File: src/rtl/tmpal_pkg.sv
// Shared types, codes and reset values for the temperature alarm monitor.
`default_nettype none

package tmpal_pkg;

  localparam int unsigned TEMP_W  = 9;
  localparam int unsigned STATE_W = 4;
  localparam int unsigned IDX_W   = 2;

  localparam logic signed [TEMP_W-1:0] CRIT_HIGH_RST = 9'sd150;
  localparam logic signed [TEMP_W-1:0] WARN_HIGH_RST = 9'sd140;
  localparam logic signed [TEMP_W-1:0] WARN_LOW_RST  = 9'sd0;
  localparam logic signed [TEMP_W-1:0] CRIT_LOW_RST  = -9'sd40;

  // Code of the normal-1 state, also the state after reset.
  localparam logic [STATE_W-1:0] STATE_NORM1_CODE = 4'd0;

  typedef enum logic [IDX_W-1:0] {
    REG_CRIT_HIGH = 2'd0,
    REG_WARN_HIGH = 2'd1,
    REG_WARN_LOW  = 2'd2,
    REG_CRIT_LOW  = 2'd3
  } reg_idx_t;

  typedef enum logic [2:0] {
    EV_NONE    = 3'd0,
    EV_LOWARN  = 3'd1,
    EV_HIWARN  = 3'd2,
    EV_HIALARM = 3'd3,
    EV_LOALARM = 3'd4
  } ev_t;

  typedef enum logic [1:0] {
    LED_NONE   = 2'd0,
    LED_NORMAL = 2'd1,
    LED_WARN   = 2'd2,
    LED_CRIT   = 2'd3
  } led_t;

  typedef struct packed {
    logic signed [TEMP_W-1:0] crit_high;
    logic signed [TEMP_W-1:0] warn_high;
    logic signed [TEMP_W-1:0] warn_low;
    logic signed [TEMP_W-1:0] crit_low;
  } thr_t;

  typedef struct packed {
    logic                     op;
    logic signed [TEMP_W-1:0] temperature;
  } sample_t;

  typedef struct packed {
    ev_t                alarm_event;
    led_t               led_command;
    logic [STATE_W-1:0] monitor_state;
  } result_t;

endpackage

`default_nettype wire

File: src/rtl/tmpal_ifs.sv
// Valid/ready channel interfaces for samples, results and register writes.
`default_nettype none

interface tmpal_in_if;
  logic                                    valid;
  logic                                    ready;
  logic                                    op;
  logic signed [tmpal_pkg::TEMP_W-1:0]     temperature;

  modport source (output valid, output op, output temperature, input ready);
  modport sink   (input valid, input op, input temperature, output ready);
endinterface

interface tmpal_out_if;
  logic                                    valid;
  logic                                    ready;
  logic [2:0]                              alarm_event;
  logic [1:0]                              led_command;
  logic [tmpal_pkg::STATE_W-1:0]           monitor_state;

  modport source (output valid, output alarm_event, output led_command,
                  output monitor_state, input ready);
  modport sink   (input valid, input alarm_event, input led_command,
                  input monitor_state, output ready);
endinterface

interface tmpal_cfg_if;
  logic                                    valid;
  logic                                    ready;
  logic [tmpal_pkg::IDX_W-1:0]             reg_idx;
  logic [tmpal_pkg::TEMP_W-1:0]            wdata;

  modport source (output valid, output reg_idx, output wdata, input ready);
  modport sink   (input valid, input reg_idx, input wdata, output ready);
endinterface

`default_nettype wire

File: src/rtl/temperature_alarm_fsm.sv
// Top level of the temperature alarm monitor.
`default_nettype none

// A sample beat is captured by the input register on acceptance and waits there
// while the compare and transition logic works on it; the result register
// captures the outcome when the beat is taken. One beat is accepted
// per cycle while the sink keeps up; a result held by the sink keeps the next
// beat in the input register, and the input stalls once both are full. The
// state register is updated as each beat enters the result register, so the
// next beat is evaluated against it. Threshold writes take effect on the cycle
// after the write beat; the configuration channel is always ready.
module temperature_alarm_fsm (
  input  wire logic  clk,
  input  wire logic  rst_n,
  tmpal_in_if.sink   in_chan,
  tmpal_out_if.source out_chan,
  tmpal_cfg_if.sink  cfg_chan
);

  tmpal_pkg::thr_t    thr;
  tmpal_pkg::sample_t smp;
  tmpal_pkg::result_t res;
  logic               smp_valid;
  logic               take;

  tmpal_cfg_regs u_cfg (
    .clk      (clk),
    .rst_n    (rst_n),
    .cfg_chan (cfg_chan),
    .thr      (thr)
  );

  tmpal_in_stage u_in (
    .clk       (clk),
    .rst_n     (rst_n),
    .in_chan   (in_chan),
    .take      (take),
    .smp_valid (smp_valid),
    .smp       (smp)
  );

  tmpal_fsm u_fsm (
    .clk       (clk),
    .rst_n     (rst_n),
    .smp_valid (smp_valid),
    .smp       (smp),
    .thr       (thr),
    .take      (take),
    .res_ready (out_chan.ready),
    .res_valid (out_chan.valid),
    .res       (res)
  );

  assign out_chan.alarm_event   = res.alarm_event;
  assign out_chan.led_command   = res.led_command;
  assign out_chan.monitor_state = res.monitor_state;

  // A reset operation lands in normal-1 with no event and no LED change.
  a_reset_op: assert property (@(posedge clk) disable iff (!rst_n)
    (take && smp.op) |=>
      (out_chan.valid && out_chan.monitor_state == tmpal_pkg::STATE_NORM1_CODE &&
       out_chan.alarm_event == tmpal_pkg::EV_NONE &&
       out_chan.led_command == tmpal_pkg::LED_NONE))
    else $error("reset operation gave a wrong result");

  // Every event comes with a transition, hence an LED command.
  a_event_led: assert property (@(posedge clk) disable iff (!rst_n)
    (out_chan.valid && out_chan.alarm_event != tmpal_pkg::EV_NONE) |->
      (out_chan.led_command != tmpal_pkg::LED_NONE))
    else $error("alarm event without LED command");

  // Input stalls only when both stages are full and the sink holds off.
  a_stall_cause: assert property (@(posedge clk) disable iff (!rst_n)
    !in_chan.ready |-> (smp_valid && out_chan.valid && !out_chan.ready))
    else $error("input stalled without backpressure");

endmodule

`default_nettype wire

File: src/rtl/tmpal_cfg_regs.sv
// Threshold registers, written by index through the configuration channel.
`default_nettype none

module tmpal_cfg_regs (
  input  wire logic             clk,
  input  wire logic             rst_n,
  tmpal_cfg_if.sink             cfg_chan,
  output tmpal_pkg::thr_t       thr
);

  tmpal_pkg::thr_t thr_r;

  assign cfg_chan.ready = 1'b1;
  assign thr            = thr_r;

  always_ff @(posedge clk) begin
    if (!rst_n) begin
      thr_r.crit_high <= tmpal_pkg::CRIT_HIGH_RST;
      thr_r.warn_high <= tmpal_pkg::WARN_HIGH_RST;
      thr_r.warn_low  <= tmpal_pkg::WARN_LOW_RST;
      thr_r.crit_low  <= tmpal_pkg::CRIT_LOW_RST;
    end else if (cfg_chan.valid) begin
      case (tmpal_pkg::reg_idx_t'(cfg_chan.reg_idx))
        tmpal_pkg::REG_CRIT_HIGH: thr_r.crit_high <= cfg_chan.wdata;
        tmpal_pkg::REG_WARN_HIGH: thr_r.warn_high <= cfg_chan.wdata;
        tmpal_pkg::REG_WARN_LOW:  thr_r.warn_low  <= cfg_chan.wdata;
        tmpal_pkg::REG_CRIT_LOW:  thr_r.crit_low  <= cfg_chan.wdata;
        default: ;
      endcase
    end
  end

endmodule

`default_nettype wire

File: src/rtl/tmpal_in_stage.sv
// Input register: captures one sample beat and holds it until the monitor takes it.
`default_nettype none

module tmpal_in_stage (
  input  wire logic             clk,
  input  wire logic             rst_n,
  tmpal_in_if.sink              in_chan,
  input  wire logic             take,
  output logic                  smp_valid,
  output tmpal_pkg::sample_t    smp
);

  logic               valid_r;
  tmpal_pkg::sample_t smp_r;
  logic               accept;

  // Refill in the same cycle that the held beat moves on.
  assign in_chan.ready = !valid_r || take;
  assign accept        = in_chan.valid && in_chan.ready;
  assign smp_valid     = valid_r;
  assign smp           = smp_r;

  always_ff @(posedge clk) begin
    if (!rst_n) begin
      valid_r <= 1'b0;
    end else begin
      if (accept) begin
        valid_r           <= 1'b1;
        smp_r.op          <= in_chan.op;
        smp_r.temperature <= in_chan.temperature;
      end else if (take) begin
        valid_r <= 1'b0;
      end
    end
  end

endmodule

`default_nettype wire

File: src/rtl/tmpal_fsm.sv
// Nine-state monitor: transition logic, state register and result register.
`default_nettype none

module tmpal_fsm (
  input  wire logic             clk,
  input  wire logic             rst_n,
  input  wire logic             smp_valid,
  input  wire tmpal_pkg::sample_t smp,
  input  wire tmpal_pkg::thr_t  thr,
  output logic                  take,
  input  wire logic             res_ready,
  output logic                  res_valid,
  output tmpal_pkg::result_t    res
);

  typedef enum logic [tmpal_pkg::STATE_W-1:0] {
    ST_NORM1   = tmpal_pkg::STATE_NORM1_CODE,
    ST_NORM2   = 4'd1,
    ST_NORM3   = 4'd2,
    ST_WARNHI1 = 4'd3,
    ST_WARNHI2 = 4'd4,
    ST_CRITHI  = 4'd5,
    ST_WARNLO1 = 4'd6,
    ST_WARNLO2 = 4'd7,
    ST_CRITLO  = 4'd8
  } state_t;

  state_t                   state_r;
  state_t                   state_nxt;
  tmpal_pkg::ev_t           ev_nxt;
  tmpal_pkg::led_t          led_nxt;
  logic                     res_valid_r;
  tmpal_pkg::result_t       res_r;
  logic signed [tmpal_pkg::TEMP_W-1:0] t;

  assign t         = smp.temperature;
  // Advance when the result register is free or being drained this cycle.
  assign take      = smp_valid && (!res_valid_r || res_ready);
  assign res_valid = res_valid_r;
  assign res       = res_r;

  always_comb begin
    state_nxt = state_r;
    ev_nxt    = tmpal_pkg::EV_NONE;
    led_nxt   = tmpal_pkg::LED_NONE;
    if (smp.op) begin
      state_nxt = ST_NORM1;
    end else begin
      case (state_r)
        ST_NORM1: begin
          if (t <= thr.warn_low) begin
            ev_nxt = tmpal_pkg::EV_LOWARN; led_nxt = tmpal_pkg::LED_WARN;
            state_nxt = ST_WARNLO1;
          end else if (t >= thr.warn_high) begin
            ev_nxt = tmpal_pkg::EV_HIWARN; led_nxt = tmpal_pkg::LED_WARN;
            state_nxt = ST_WARNHI1;
          end
        end
        // Came back from the low side: a repeat low warning raises no event.
        ST_NORM2: begin
          if (t >= thr.warn_high) begin
            ev_nxt = tmpal_pkg::EV_HIWARN; led_nxt = tmpal_pkg::LED_WARN;
            state_nxt = ST_WARNHI1;
          end else if (t <= thr.warn_low) begin
            led_nxt = tmpal_pkg::LED_WARN; state_nxt = ST_WARNLO1;
          end
        end
        // Came back from the high side: a repeat high warning raises no event.
        ST_NORM3: begin
          if (t <= thr.warn_low) begin
            ev_nxt = tmpal_pkg::EV_LOWARN; led_nxt = tmpal_pkg::LED_WARN;
            state_nxt = ST_WARNLO1;
          end else if (t >= thr.warn_high) begin
            led_nxt = tmpal_pkg::LED_WARN; state_nxt = ST_WARNHI1;
          end
        end
        ST_WARNHI1: begin
          if (t >= thr.crit_high) begin
            ev_nxt = tmpal_pkg::EV_HIALARM; led_nxt = tmpal_pkg::LED_CRIT;
            state_nxt = ST_CRITHI;
          end else if (t < thr.warn_high) begin
            led_nxt = tmpal_pkg::LED_NORMAL; state_nxt = ST_NORM3;
          end
        end
        ST_WARNHI2: begin
          if (t >= thr.crit_high) begin
            led_nxt = tmpal_pkg::LED_CRIT; state_nxt = ST_CRITHI;
          end else if (t < thr.warn_high) begin
            led_nxt = tmpal_pkg::LED_NORMAL; state_nxt = ST_NORM3;
          end
        end
        ST_CRITHI: begin
          if (t < thr.crit_high) begin
            led_nxt = tmpal_pkg::LED_WARN; state_nxt = ST_WARNHI2;
          end
        end
        ST_WARNLO1: begin
          if (t <= thr.crit_low) begin
            ev_nxt = tmpal_pkg::EV_LOALARM; led_nxt = tmpal_pkg::LED_CRIT;
            state_nxt = ST_CRITLO;
          end else if (t > thr.warn_low) begin
            led_nxt = tmpal_pkg::LED_NORMAL; state_nxt = ST_NORM2;
          end
        end
        ST_WARNLO2: begin
          if (t <= thr.crit_low) begin
            led_nxt = tmpal_pkg::LED_CRIT; state_nxt = ST_CRITLO;
          end else if (t > thr.warn_low) begin
            led_nxt = tmpal_pkg::LED_NORMAL; state_nxt = ST_NORM2;
          end
        end
        ST_CRITLO: begin
          if (t > thr.crit_low) begin
            led_nxt = tmpal_pkg::LED_WARN; state_nxt = ST_WARNLO2;
          end
        end
        default: begin
          led_nxt   = tmpal_pkg::LED_NORMAL;
          state_nxt = ST_NORM1;
        end
      endcase
    end
  end

  always_ff @(posedge clk) begin
    if (!rst_n) begin
      state_r     <= ST_NORM1;
      res_valid_r <= 1'b0;
    end else begin
      if (take) begin
        state_r             <= state_nxt;
        res_valid_r         <= 1'b1;
        res_r.alarm_event   <= ev_nxt;
        res_r.led_command   <= led_nxt;
        res_r.monitor_state <= state_nxt;
      end else if (res_ready) begin
        res_valid_r <= 1'b0;
      end
    end
  end

endmodule

`default_nettype wire
File: src/flat_wrapper.sv
// flat-port wrapper written by rule: the top's interface ports become plain ports
module temperature_alarm_fsm_flat 
  (clk, rst_n, in_chan_valid, in_chan_op, in_chan_temperature, in_chan_ready, out_chan_valid, out_chan_alarm_event, out_chan_led_command, out_chan_monitor_state, out_chan_ready, cfg_chan_valid, cfg_chan_reg_idx, cfg_chan_wdata, cfg_chan_ready);
  tmpal_in_if in_chan_i ();
  tmpal_out_if out_chan_i ();
  tmpal_cfg_if cfg_chan_i ();
  input  wire logic clk;
  input  wire logic rst_n;
  input wire logic [$bits(in_chan_i.valid)-1:0] in_chan_valid;
  input wire logic [$bits(in_chan_i.op)-1:0] in_chan_op;
  input wire logic [$bits(in_chan_i.temperature)-1:0] in_chan_temperature;
  output wire logic [$bits(in_chan_i.ready)-1:0] in_chan_ready;
  output wire logic [$bits(out_chan_i.valid)-1:0] out_chan_valid;
  output wire logic [$bits(out_chan_i.alarm_event)-1:0] out_chan_alarm_event;
  output wire logic [$bits(out_chan_i.led_command)-1:0] out_chan_led_command;
  output wire logic [$bits(out_chan_i.monitor_state)-1:0] out_chan_monitor_state;
  input wire logic [$bits(out_chan_i.ready)-1:0] out_chan_ready;
  input wire logic [$bits(cfg_chan_i.valid)-1:0] cfg_chan_valid;
  input wire logic [$bits(cfg_chan_i.reg_idx)-1:0] cfg_chan_reg_idx;
  input wire logic [$bits(cfg_chan_i.wdata)-1:0] cfg_chan_wdata;
  output wire logic [$bits(cfg_chan_i.ready)-1:0] cfg_chan_ready;
  assign in_chan_i.valid = in_chan_valid;
  assign in_chan_i.op = in_chan_op;
  assign in_chan_i.temperature = in_chan_temperature;
  assign in_chan_ready = in_chan_i.ready;
  assign out_chan_valid = out_chan_i.valid;
  assign out_chan_alarm_event = out_chan_i.alarm_event;
  assign out_chan_led_command = out_chan_i.led_command;
  assign out_chan_monitor_state = out_chan_i.monitor_state;
  assign out_chan_i.ready = out_chan_ready;
  assign cfg_chan_i.valid = cfg_chan_valid;
  assign cfg_chan_i.reg_idx = cfg_chan_reg_idx;
  assign cfg_chan_i.wdata = cfg_chan_wdata;
  assign cfg_chan_ready = cfg_chan_i.ready;
  temperature_alarm_fsm u_core (.clk(clk), .rst_n(rst_n), .in_chan(in_chan_i), .out_chan(out_chan_i), .cfg_chan(cfg_chan_i));
endmodule
File: config.mk
export PLATFORM = sky130hd
export DESIGN_NAME = temperature_alarm_fsm_flat
export DESIGN_NICKNAME = d
export VERILOG_FILES = /design/src/rtl/tmpal_pkg.sv /design/src/rtl/tmpal_ifs.sv /design/src/rtl/temperature_alarm_fsm.sv /design/src/rtl/tmpal_cfg_regs.sv /design/src/rtl/tmpal_in_stage.sv /design/src/rtl/tmpal_fsm.sv /design/src/flat_wrapper.sv
export SDC_FILE = /design/constraint.sdc
export NUM_CORES = 1
export LEC_CHECK = 0
export BUFFER_PORTS_ARGS = -buffer_cell sky130_fd_sc_hd__buf_2
export CAP_MARGIN = 20
export CORE_MARGIN = 2
export CORE_UTILIZATION = 58
export DETAILED_ROUTE_END_ITERATION = 10
export HOLD_SLACK_MARGIN = 0.15
export PLACE_DENSITY = 0.9
export SYNTH_ARGS = -nofsm -noshare
export SYNTH_HDL_FRONTEND = slang
export SYNTH_SLANG_ARGS = --single-unit
File: constraint.sdc
create_clock -name clk -period 4.75 [get_ports clk]
set_clock_uncertainty 0.2 [all_clocks]
set_input_delay 0.2375 -clock clk [delete_from_list [all_inputs] [get_ports clk]]
set_output_delay 0.2375 -clock clk [all_outputs]
set_load 0.02 [all_outputs]
==> impl_metrics.json <==
{
  "status": "completed",
  "placedCellCount": 510,
  "preCtsSetupSlack_ps": 1880,
  "cts_sinks": 61,
  "ctsRootBufferMaster": "clkbuf_8",
  "drv_slew": 0,
  "min-delay-start": "cfg_chan_reg_idx[1]",
  "postCtsSetupRepairBufs": 0,
  "cts_max_level": 3,
  "synth_flop_cell": "dfxtp_1",
  "antenna_cells": 0,
  "p_per_area_nw_per_um2": 282,
  "rsz0062_at_grt": "no",
  "grt_pass1_wl_mm": 15.7,
  "ctsHoldBuffers": 22,
  "drv_cap": 0,
  "drc": 0,
  "portBuffers": 36,
  "peakVddDrop_mv": 0.232,
  "synth.avg_cell_area_sq_um": 8.80,
  "synth_edf_count": 19,
  "min_path_type": "in2reg",
  "grt_pass1_vias": 3219,
  "max_freq_ghz": 0.342,
  "insertion_delay_ps": 350,
  "viasPerCell": 6.14,
  "startpoint_type": "flop",
  "required_ps": 4630,
  "synthTopCellsByArea": "dfxtp_1 (23%), edfxtp_1 (16%), ha_1 (12%)",
  "worst_pin_slew_ps": 934,
  "antenna_found_initial": 0,
  "grt.overflow.total": 0,
  "nets": 530,
  "drt_wl_total_mm": 9.52,
  "cts_tree": "built",
  "dp_hpwl_mm": 6.69,
  "layout-drive-gt1-share": 0.137,
  "die_h_um": 83.6,
  "cp_max_fo": 7,
  "dr.pass1.iters": 5,
  "path_clk_slew_ps": 70,
  "synth_top_area_cell": "dfxtp_1",
  "syn_to_final_growth_pct": 16.6,
  "cts_resized": 0,
  "syn-num-nets": 479,
  "async_flop_share": 0,
  "synth_cells": 417,
  "end_kind": "flop",
  "initial_core_util": 0.609,
  "yosys.cell_types.count": 60,
  "grt_use_total": 0.286,
  "ys_warn_count": 0,
  "rrSetupSlack_ps": 1830,
  "ant_nets": 0,
  "fin_cells": 548,
  "min_to": "u_core.u_cfg.thr[32]$_SDFFE_PN0P_",
  "ys_seq_area_frac": 0.384,
  "cts_buffers": 9,
  "r2r_end": "u_core.u_fsm.res[5]$_SDFFCE_PP0P_",
  "synth.most_common_cell": "nand2_1",
  "syn_area_sq_um": 3670,
  "setup_viol": 0,
  "ys_ff_latch": 61,
  "hold_viol": 0,
  "layout_min_cycle_time_ps": 2920,
  "relSlewSlack": 0.375,
  "wl_per_cell_um": 17.4,
  "worstPathArrival_ps": 2800,
  "p_leak_nw": 1.77,
  "criticalPathCategory": "reg2reg",
  "drt_iter0_markers": 428,
  "gp_congestion": 0.952,
  "clockBufferDepth": 2,
  "setup_ws_ps": 1830,
  "io_pins": 38,
  "final.period_utilization": 0.615,
  "vias": 3364,
  "fp-row-count": 28,
  "tns_ps": 0,
  "synth_top_area_share": 0.229,
  "dieArea_sq_um": 6980,
  "core-area_sq_um": 6030,
  "yosys-top-cells-count": "nand2_1 (71), dfxtp_1 (42), inv_1 (41), ha_1 (36), a21boi_0 (20)",
  "grt_max_degree": 45,
  "reg2reg_from": "u_core.u_in.smp[4]$_DFFE_PP_",
  "die_x_um": 83.6,
  "r2r_cells": 7,
  "whs_path_depth": 4
}
==> state kept, by name, indices dropped and copies added, names as in the netlist <==
register and cells:
u_core.u_in.smp 10, u_core.u_fsm.res_valid 1, u_core.u_in.smp_valid 1, u_core.u_fsm.state_r 4, u_core.u_fsm.res 9, u_core.u_cfg.thr 36
==> per-layer routing <==
layer  GRT usage  vias to the layer above  routed length [um]
met5           0                        -                   0
met4       0.167                        0                 378
met3      0.0514                       39                 826
met2       0.449                      201                4380
met1       0.369                     1549                3940
li1            -                     1575                   -
==> critical path, cell delays in order, from the launching register on <==
cell and delay [ps]:
edfxtp_1 500, ha_1 390, a21oi_2 170, o21ai_2 90
a2111oi_4 560, a31oi_2 210, a221oi_2 380, a31oi_1 140
==> stage by stage <==
stage / util / hold WS (ps) / area (sq um) / power, mW
after global routing: 0.710 / 188 / 4280 / 1.26
after floorplan: - / 136 / 3670 / 0.711
after CTS: 0.710 / 153 / 4280 / 1.21
after global placement: 0.642 / 214 / 3870 / 0.757
final: 0.710 / 166 / 4280 / 1.21
after detailed placement: 0.642 / 216 / 3870 / 0.766
==> cells in the final DEF (no fill, tap or decap), drive strengths merged, types with 4 or more instances in the layout <==
master,instances
ha,36
nor3,5
dfxtp,42
a21boi,21
nand2,71
dlygate4sd3,22
nand3,5
clkbuf,12
nor2,18
nor2b,13
buf,36
a31oi,6
edfxtp,19
a21o,5
a2111oi,4
nand2b,6
o21ai,18
mux2i,6
inv,41
a21oi,16
a211oi,5
nor3b,4
nand4,4
and3,4
o211ai,10
==> report_power, final <==
group          switching, mW  internal, mW
Sequential            0.0185         0.559
Combinational          0.114        0.0843
Clock                  0.200         0.232
Total                  0.332         0.875
==> worst max path at each step <==
stage / from / depth (start not counted) / slack (ps) / end
3_5_place_dp: u_core.u_in.smp[2]$_DFFE_PP_ / 7 / 1880 / u_core.u_fsm.res[5]$_SDFFCE_PP0P_
2_1_floorplan: u_core.u_in.smp[8]$_DFFE_PP_ / 8 / 2150 / u_core.u_fsm.res[5]$_SDFFCE_PP0P_
5_1_grt: u_core.u_in.smp[6]$_DFFE_PP_ / 8 / 1720 / u_core.u_fsm.res[1]$_DFFE_PP_
6_report: u_core.u_in.smp[4]$_DFFE_PP_ / 7 / 1830 / u_core.u_fsm.res[5]$_SDFFCE_PP0P_
4_1_cts: u_core.u_in.smp[2]$_DFFE_PP_ / 7 / 1860 / u_core.u_fsm.res[5]$_SDFFCE_PP0P_
3_3_place_gp: u_core.u_in.smp[4]$_DFFE_PP_ / 7 / 1980 / u_core.u_fsm.res[5]$_SDFFCE_PP0P_
==> kinds of logic after synthesis <==
| group | Yosys count | share of synthesized area |
|---|---|---|
| mux | 6 | 0.0164 |
| fa+ha+maj | 36 | 0.123 |
| other cells | 1 | 0.00102 |
| flops | 61 | 0.384 |
| compound gates | 104 | 0.208 |
| xor+xnor | 1 | 0.00239 |
| simple gates | 149 | 0.201 |
| buf+inv | 59 | 0.0634 |
==> cell type report <==
type / count / area, sq um
multi-input cells: 297 / 2030
fillers: 427 / 1750
flip-flops and latches: 61 / 1410
repair buffers: 58 / 400
clock buffers: 12 / 166
inverters: 41 / 154
well taps: 75 / 93.8
clock inverters: 4 / 21.3
(Power assumes the default switching activity.)
